==> config.mk <==
export PLATFORM = sky130hd
export DESIGN_NAME = watchdog_timer_with_pet_key_unit
export DESIGN_NICKNAME = d
export VERILOG_FILES = /design/src/design/wdt_pkg.sv /design/src/design/watchdog_timer_with_pet_key_unit.sv /design/src/design/wdt_core.sv
export SDC_FILE = /design/constraint.sdc
export NUM_CORES = 1
export LEC_CHECK = 0
export BUFFER_PORTS_ARGS = -buffer_cell sky130_fd_sc_hd__buf_2
export CORE_MARGIN = 8
export CORE_UTILIZATION = 54
export CTS_BUF_LIST = sky130_fd_sc_hd__clkbuf_4
export DETAILED_ROUTE_END_ITERATION = 12
export GPL_ROUTABILITY_DRIVEN = 0
export PLACE_DENSITY = 0.84
export RECOVER_POWER = 50
export SLEW_MARGIN = 20
export SYNTH_ARGS = -nofsm -noshare
export SYNTH_HDL_FRONTEND = slang
export SYNTH_HIERARCHICAL = 1
export SYNTH_SLANG_ARGS = --single-unit
==> constraint.sdc <==
create_clock -name clk -period 4.35 [get_ports clk]
set_input_delay 0.6525 -clock clk [delete_from_list [all_inputs] [get_ports clk]]
set_output_delay 0.6525 -clock clk [all_outputs]
set_load 0.02 [all_outputs]
==> src/design/wdt_pkg.sv <==
`timescale 1ns / 1ps

package wdt_pkg;

	// Width of the reload value and countdown
	localparam int COUNT_BITS = 31;

	localparam logic [7:0] PET_KEY = 8'h5A;
	localparam int DISABLE_BIT = 31;

	typedef enum logic [1:0] {
		REQ_TICK  = 2'd0,
		REQ_WRITE = 2'd1,
		REQ_READ  = 2'd2
	} req_t;

	typedef enum logic [1:0] {
		REG_TIMER  = 2'd0,
		REG_STATUS = 2'd1,
		REG_PET    = 2'd2
	} reg_t;

	typedef struct packed {
		req_t        req_type;
		reg_t        reg_index;
		logic [31:0] write_data;
	} item_t;

	typedef struct packed {
		logic [31:0] read_data;
		logic        bitten;
	} result_t;

endpackage

==> src/design/watchdog_timer_with_pet_key_unit.sv <==
`timescale 1ns / 1ps
// Path: an accepted input word passes the input register, then the result
// register, and is offered on the output when the output is not stalled.
// Throughput: one word per cycle unless the output stalls, ticks and
// register accesses alike; state updates between the two registers.
// Reset: arst_n clears the watchdog to disabled, not expired, zero reload.

module watchdog_timer_with_pet_key_unit (
	input  logic        clk,
	input  logic        arst_n,
	input  logic        in_valid,
	output logic        in_stall,
	input  logic [1:0]  req_type,
	input  logic [1:0]  reg_index,
	input  logic [31:0] write_data,
	output logic        out_valid,
	input  logic        out_stall,
	output logic [31:0] read_data,
	output logic        bitten
);
	import wdt_pkg::*;

	item_t   item_s1;
	logic    valid_s1;
	result_t result;
	logic    out_valid_q;
	logic [31:0] read_data_q;
	logic    bitten_q;

	logic out_free;
	logic advance;
	logic accept;

	assign out_free = !out_valid_q || !out_stall;
	assign advance  = valid_s1 && out_free;
	assign in_stall = valid_s1 && !out_free;
	assign accept   = in_valid && !in_stall;

	// Input register
	always_ff @(posedge clk or negedge arst_n) begin
		if (!arst_n) begin
			valid_s1 <= 1'b0;
		end else if (accept) begin
			valid_s1 <= 1'b1;
		end else if (advance) begin
			valid_s1 <= 1'b0;
		end
	end

	always_ff @(posedge clk) begin
		if (accept) begin
			item_s1.req_type   <= req_t'(req_type);
			item_s1.reg_index  <= reg_t'(reg_index);
			item_s1.write_data <= write_data;
		end
	end

	wdt_core u_core (
		.clk    (clk),
		.arst_n (arst_n),
		.step   (advance),
		.item   (item_s1),
		.result (result)
	);

	// Result register, hold while stalled
	always_ff @(posedge clk or negedge arst_n) begin
		if (!arst_n) begin
			out_valid_q <= 1'b0;
		end else if (advance) begin
			out_valid_q <= 1'b1;
		end else if (!out_stall) begin
			out_valid_q <= 1'b0;
		end
	end

	always_ff @(posedge clk) begin
		if (advance) begin
			read_data_q <= result.read_data;
			bitten_q    <= result.bitten;
		end
	end

	assign out_valid = out_valid_q;
	assign read_data = read_data_q;
	assign bitten    = bitten_q;

endmodule

==> src/design/wdt_core.sv <==
`timescale 1ns / 1ps

module wdt_core (
	input  logic            clk,
	input  logic            arst_n,
	input  logic            step,
	input  wdt_pkg::item_t  item,
	output wdt_pkg::result_t result
);
	import wdt_pkg::*;

	logic [COUNT_BITS-1:0] reload_q;
	logic [COUNT_BITS-1:0] countdown_q;
	logic                  disabled_q;
	logic                  expired_q;

	logic [COUNT_BITS-1:0] reload_d;
	logic [COUNT_BITS-1:0] countdown_d;
	logic                  disabled_d;
	logic                  expired_d;
	logic [31:0]           rd;

	// Work out the state after this word
	always_comb begin
		reload_d    = reload_q;
		countdown_d = countdown_q;
		disabled_d  = disabled_q;
		expired_d   = expired_q;
		case (item.req_type)
			REQ_TICK: begin
				if (!disabled_q && !expired_q) begin
					if (countdown_q == '0) begin
						expired_d = 1'b1;
					end else begin
						countdown_d = countdown_q - 1'b1;
					end
				end
			end
			REQ_WRITE: begin
				case (item.reg_index)
					REG_TIMER: begin
						disabled_d  = item.write_data[DISABLE_BIT];
						reload_d    = item.write_data[COUNT_BITS-1:0];
						countdown_d = item.write_data[COUNT_BITS-1:0];
					end
					REG_STATUS: begin
						expired_d = item.write_data[0];
					end
					REG_PET: begin
						if (item.write_data[31:24] == PET_KEY) begin
							countdown_d = reload_q;
						end
					end
					default: begin
					end
				endcase
			end
			default: begin
			end
		endcase
	end

	// Read mux, zero unless this word is a read
	always_comb begin
		rd = '0;
		if (item.req_type == REQ_READ) begin
			case (item.reg_index)
				REG_TIMER: begin
					rd[COUNT_BITS-1:0] = reload_q;
					rd[DISABLE_BIT]    = disabled_q;
				end
				REG_STATUS: begin
					rd[0] = expired_q;
				end
				default: begin
				end
			endcase
		end
	end

	assign result.read_data = rd;
	assign result.bitten    = expired_d;

	// Commit the state when the word moves on
	always_ff @(posedge clk or negedge arst_n) begin
		if (!arst_n) begin
			reload_q    <= '0;
			countdown_q <= '0;
			disabled_q  <= 1'b1;
			expired_q   <= 1'b0;
		end else if (step) begin
			reload_q    <= reload_d;
			countdown_q <= countdown_d;
			disabled_q  <= disabled_d;
			expired_q   <= expired_d;
		end
	end

endmodule

==> results of run 1 <==
-- registers in the layout (all words and copies together) (netlist names) --
| signal | cells |
|---|---|
| valid_s1 | 1 |
| u_core/reload_q | 31 |
| read_data | 32 |
| u_core/expired_q | 1 |
| item_s1 | 36 |
| out_valid | 1 |
| u_core/disabled_q | 1 |
| u_core/countdown_q | 31 |
| bitten | 1 |
-- through the flow --
step / hold WS (ns) / cell area [sq um]
2_1_floorplan: 0.357 / 6190
3_3_place_gp: 0.487 / 6670
3_5_place_dp: 0.495 / 6670
4_1_cts: 0.193 / 6990
5_1_grt: 0.213 / 6970
6_report: 0.274 / 6970
-- routing by layer --
layer	global-route usage (%)	share of wire (%)	up-vias	wire [um]
li1	-	-	2126	-
met4	6.92	1.6	0	211
met3	5.66	7.4	19	1000
met5	0	0	-	0
met2	30.9	49	196	6600
met1	23.7	42	2198	5770
-- cell families after synthesis --
family,after synthesis,synth area share [%]
flip-flops,135,60.2
multiplexers,43,7.62
adder cells (fa/ha/maj),1,0.202
AO/OA/AOI/OAI,105,11.3
AND/OR/NAND/NOR,213,18.0
buffers and inverters,34,2.67
-- layout make-up --
| type | count | area, sq um | share of cell area, % |
|---|---|---|---|
| diodes | 1 | 2.50 | 0.0359 |
| inverters | 5 | 18.8 | 0.269 |
| clock inverters | 14 | 181 | 2.60 |
| flip-flops and latches | 135 | 3720 | 53.5 |
| clock buffers | 18 | 135 | 1.94 |
| repair buffers | 83 | 410 | 5.89 |
| well taps | 143 | 179 | 2.57 |
| multi-input cells | 362 | 2310 | 33.2 |
-- power by group through the flow --
stage                     logic, W  registers [W]  clock network (W)
after floorplan           0.000416        0.00180                  0
after global placement    0.000553        0.00182                  0
after detailed placement  0.000582        0.00184                  0
after CTS                 0.000583        0.00181           0.000938
after global routing      0.000649        0.00185           0.000993
final                     0.000578        0.00182           0.000918
-- synthesized netlist by cell type (3+ instances only) --
cell | n | area, sq um
edfxtp_1 | 69 | 2070
nand2_1 | 69 | 259
dfrtp_1 | 65 | 1630
nor2_1 | 35 | 131
and2_1 | 33 | 206
mux2_2 | 33 | 372
a21oi_1 | 27 | 135
o21ai_0 | 18 | 90.1
a31oi_1 | 17 | 106
clkbuf_1 | 16 | 60.1
nand3_1 | 15 | 75.1
nor3_1 | 13 | 65.1
mux2i_1 | 10 | 100
nor4_1 | 10 | 62.6
a32o_1 | 8 | 80.1
o2bb2ai_1 | 8 | 70.1
nand4_1 | 6 | 37.5
buf_4 | 5 | 37.5
inv_1 | 5 | 18.8
o31ai_1 | 5 | 37.5
a22oi_1 | 3 | 22.5
and3_1 | 3 | 18.8
buf_1 | 3 | 11.3
buf_2 | 3 | 15.0
nand2b_1 | 3 | 18.8
nor2b_1 | 3 | 18.8
o211ai_1 | 3 | 22.5
o22a_1 | 3 | 26.3
or3_1 | 3 | 18.8
-- worst paths after layout --
path	start	endpoint	slack [ns]	depth (start not counted)
worst max register to register	out_valid	u_core/countdown_q[19]	1.34	5
worst min-delay path	write_data[11]	item_s1[11]	0.27	1
worst max-delay path	arst_n	u_core/countdown_q[4]	1.22	2
min in group asynchronous	arst_n	u_core/expired_q	0.66	1
max in group clk	out_valid	u_core/countdown_q[19]	1.34	5
worst min register to register	valid_s1	out_valid	0.51	1
==> flow_summary.toml, run 1 <==
[worst_setup_path]
worst_ep_arrival_time_ns = 3.45
cp_cell_sequence = "clkbuf_1 > clkbuf_1"
critPathBufInv = 2
crit_top_cell = "clkbuf_1"
cp-end-kind = "asynchronous set/reset pin"
cp-start-kind = "input port"
required_ns = 4.67
path_max_fanout = 35
cpPeakStageDelay_ns = 1.40
cpMaxStageDelayCell = "clkbuf_1"
critPathKind = "in -> async"
crit_family = "buffers and inverters"

[power]
clockPowerShare_pct = 27.7
p_sw_share_pct = 30.3
vdd_drop_max_mv = 0.295
p_int_w = 0.00231
switching_power_w = 0.00101
cellLeakagePower_nw = 2.87
seqPwrFrac_pct = 54.9
p_total_w = 0.00332
pwr-share-comb_pct = 17.4
power_density_mw_per_mm2 = 476

[cells_and_area]
finalNetCount = 645
area_delta_synth_final_pct = 12.6
layout.cells.non_filler = 761
fin_util_pct = 61.5
drive_above_1_share_pct = 23.7
n_fill_cell = 919
final_cell_mix = "edfxtp_1 (69), nand2_1 (69), dfrtp_1 (65)"

[global_routing]
grt_use_total_pct = 19.0
grt_max_degree = 46
grt_pass1_wl_um = 22600
antenna_found_initial = 1
grt_overflow = 0
grt_pass1_vias = 4640

[floorplanning]
core_sq_mm = 0.0113
rows = 39
die_w_um = 123
dieHeight_um = 123
die_area_sq_mm = 0.0151
start_util_pct = 54.7
io_pins = 75

[flow_run]
cap_violations = 2

[status]
violations = "max-capacitance violations, max-slew violations"
status = "complete, but fails checks"

[drt]
vias_per_cell = 5.96
drtIter0Drc = 382
firstDrtPassIters = 5
routedWlPerCell_um = 17.9
drc = 0
ant_nets = 0
wirelength_um = 13600
vias = 4539

[clocking]
cts_tree = "done"
cts_resized = 0
cts_buffer_depth = 2
clkLatencyLatePin_ns = 0.55
cts_num_sinks = 135
postCtsSetupRepairBufs = 0
cts_hold_buf = 0
numCtsBuffers = 17
cts.htree.levels = 4
cts-root-buf = "clkbuf_4"
clk_pin_slew_ns = 0.12

[synthesis]
syn-cell-area_sq_mm = 0.00619
yosys_warnings = 6
synthDistinctLibCells = 57
syn_nets = 572
ys_seq_area_share_pct = 60.2
async_reset_ff_share_pct = 48.9
netlist_instances = 531
avgSynthCellArea_sq_um = 11.7
ys_ff_latch = 135
synth_edf_count = 69
dominantRegCellSynth = "edfxtp_1"

[timing]
layout_setup_ws_ns = 1.22
final_hold_viol_count = 0
finalSetupViolations = 0
tightest_slew_ns = 1.99
setup_tns_ns = 0
fin_skew_ns = 0.0192
rsz0062_at_grt = "false"
maxSlewViolCount = 69
maxSlewHeadroom_pct = -32.9
fin_crit_sh_pct = 71.9
timing.fmax_mhz = 320
fin_crit_ns = 3.13

[place]
port_buffers = 74
post-place-cells = 728
pre_cts_ws_ns = 1.05
dp_hpwl_um = 9080

[hold_path]
hold_path.class = "in -> reg"
Power figures use the tool's default switching activity.
==> run 2: changes to the inputs <==
--- a/config.mk
+++ b/config.mk
@@ -5,13 +5,14 @@
 export SDC_FILE = /design/constraint.sdc
 export NUM_CORES = 1
 export LEC_CHECK = 0
+export ABC_AREA = 1
 export BUFFER_PORTS_ARGS = -buffer_cell sky130_fd_sc_hd__buf_2
 export CORE_MARGIN = 8
-export CORE_UTILIZATION = 54
+export CORE_UTILIZATION = 55
 export CTS_BUF_LIST = sky130_fd_sc_hd__clkbuf_4
 export DETAILED_ROUTE_END_ITERATION = 12
 export GPL_ROUTABILITY_DRIVEN = 0
-export PLACE_DENSITY = 0.84
+export PLACE_DENSITY = 0.85
 export RECOVER_POWER = 50
 export SLEW_MARGIN = 20
 export SYNTH_ARGS = -nofsm -noshare
==> constraint.sdc (replaced) <==
create_clock -name clk -period 2.8 [get_ports clk]
set_input_delay 0.42 -clock clk [delete_from_list [all_inputs] [get_ports clk]]
set_output_delay 0.42 -clock clk [all_outputs]
set_load 0.02 [all_outputs]
==> flow_summary.toml, run 2 <==
[timing]
maxSlewHeadroom_pct = -17.4
tightest_slew_ns = 1.76
maxSlewViolCount = 30
fin_crit_ns = 2.41
setup_tns_ns = 0
rsz0062_at_grt = "false"
fin_skew_ns = 0.0157
finalSetupViolations = 0
fin_crit_sh_pct = 85.9
final_hold_viol_count = 0
timing.fmax_mhz = 416

[synthesis]
synthTopCellsByArea = "edfxtp_1 (32%), dfrtp_1 (25%), nand2_1 (14%), o21ai_0 (6.6%), nor2_1 (5.4%)"
synth_fa_ha_area_share_pct = 0.191
synth_common_cells = "nand2_1 (237), nor2_1 (95), o21ai_0 (86)"
synth_edf_count = 69
synthDistinctLibCells = 32
ys_ff_latch = 135
dominantRegCellSynth = "edfxtp_1"
synth.most_common_cell = "nand2_1"
syn-cell-area_sq_mm = 0.00657
yosys_warnings = 6
synth_compound_area_share_pct = 11.3
async_reset_ff_share_pct = 48.9
netlist_instances = 782
yosys.area.top_type = "edfxtp_1"
yosys.area_share.simple_pct = 24.1
syn_nets = 823
ys_seq_area_share_pct = 56.7
synth.mux.area_fraction_pct = 0.343
avgSynthCellArea_sq_um = 8.40
yosysTopAreaCellShare_pct = 31.5
synth_top_family_by_area = "simple AND/OR/NAND/NOR gates"
synth-xor-area-share_pct = 0.267

[global_routing]
antenna_found_initial = 0
grt_pass1_vias = 5380
grt_overflow = 0
grt_use_total_pct = 19.6
grt_pass1_wl_um = 25000
grt_max_degree = 61

[worst_setup_path]
cpMaxStageDelayCell = "clkbuf_2"
critPathBufInv = 2
path_max_fanout = 36
cp_num_cells = 5
reg2reg_to = "u_core/reload_q[8]"
cp-start-kind = "flip-flop"
reg2reg_from = "out_valid"
reg2reg_depth = 5
cpPeakStageDelay_ns = 0.81
worst_ep_arrival_time_ns = 2.85
required_ns = 3.24
cp_cell_sequence = "a21oi_1 > clkbuf_2 > nand3_2 > buf_4 > mux2_2"
critPathKind = "reg -> reg"
crit_family = "buffers and inverters"
cp-end-kind = "flip-flop"
reg2reg_slack_ns = 0.39

[cells_and_area]
top_register = "item_s1"
drive_above_1_share_pct = 16.3
n_antenna_cell = 0
final_cell_mix = "nand2_1 (237), nor2_1 (94), o21ai_0 (86)"
layout_commonest_cell = "nand2_1"
finalNetCount = 911
largest_reg_flops = 36
area_delta_synth_final_pct = 14.4

[clocking]
clk_pin_slew_ns = 0.11
clkLatencyLatePin_ns = 0.55
cts-root-buf = "clkbuf_4"
cts.htree.levels = 4
postCtsSetupRepairBufs = 0
cts_resized = 0
cts_buffer_depth = 2
cts_tree = "done"
cts_num_sinks = 135
numCtsBuffers = 17

[drt]
firstDrtPassIters = 7
drc = 0
dr.max_layer_used = "met4"
wirelength_um = 14900
met2WireLength_um = 7320
wl_met1_um = 6380
routed-wl-met3_um = 893
vias_per_cell = 5.33
ant_nets = 0
drtIter0Drc = 507
vias = 5486
routedWlPerCell_um = 14.5

[place]
dp_hpwl_um = 9920
port_buffers = 74

[power]
power_density_mw_per_mm2 = 790
p_total_w = 0.00594
vdd_drop_max_mv = 0.449
cellLeakagePower_nw = 3.48

[status]
status = "complete, but fails checks"
violations = "max-capacitance violations, max-slew violations"

[floorplanning]
core_sq_mm = 0.0118
dieHeight_um = 125
die_area_sq_mm = 0.0157
start_util_pct = 55.6
io_pins = 75
die_w_um = 125
rows = 40

[hold_path]
hold_path.class = "in -> reg"
min_from = "write_data[9]"
min_path_cells = 1
hold_end = "item_s1[9]"

[flow_run]
cap_violations = 1
==> run 2: what timing repair did <==
item / CTS / global route
endpoints found under the hold margin: 39 / 1
hold buffers: 14 / 1
setup endpoints to repair: 0 / 0
==> run 2: cell families after synthesis <==
group,Yosys count
and+or+nand+nor,389
AOI/OAI and AO/OA,141
DFF,135
buffers and inverters,112
xor gates and xnor gates,2
muxes,2
adders and majority gates,1
==> run 2: layout make-up <==
type / count / area (sq um)
inverter: 80 / 300
clock inverter: 14 / 181
multi-input combinational: 535 / 2380
fill: 964 / 4300
timing repair buffer: 101 / 609
tap: 147 / 184
sequential: 135 / 3720
clock buffer: 18 / 135
==> run 2: through the flow <==
stage	hold WS (ns)	instance area (sq um)	setup slack [ns]	utilization (%)	instances
after floorplan	0.124	6570	0.248	-	782
after global placement	0.486	7060	0.319	59.8	982
after detailed placement	0.492	7060	0.246	59.8	982
after CTS	0.00102	7520	0.219	63.6	1028
after global routing	0.00538	7520	0.258	63.6	1030
final	0.0473	7520	0.394	63.6	1030
==> run 2: worst max-delay path by stage <==
stage,end,startpoint,slack [ns]
after floorplan,u_core/reload_q[2],out_valid,0.25
after global placement,u_core/countdown_q[18],u_core/countdown_q[0],0.32
after detailed placement,u_core/countdown_q[5],u_core/countdown_q[0],0.25
after CTS,u_core/countdown_q[5],u_core/countdown_q[0],0.22
after global routing,u_core/reload_q[27],arst_n,0.26
final,u_core/reload_q[8],out_valid,0.39
==> run 2: worst reg2reg max path, cell delays in order (launching register included) <==
cell	delay, ns
dfrtp_1	0.42
a21oi_1	0.33
clkbuf_2	0.81
nand3_2	0.17
buf_4	0.28
mux2_2	0.30
==> run 2: where the power goes <==
part | total, W | switching [W] | leakage (nW) | internal [W]
combinational | 0.00167 | 0.00109 | 1.80 | 0.000573
clock | 0.00143 | 0.000718 | 0.173 | 0.000711
sequential | 0.00284 | 0.000356 | 1.51 | 0.00248
==> run 2: layer usage <==
metal | up-vias | global-route usage (%)
met4 | 0 | 8.52
met5 | - | 0
met2 | 206 | 32.9
met3 | 32 | 4.97
li1 | 2710 | -
met1 | 2538 | 23.5
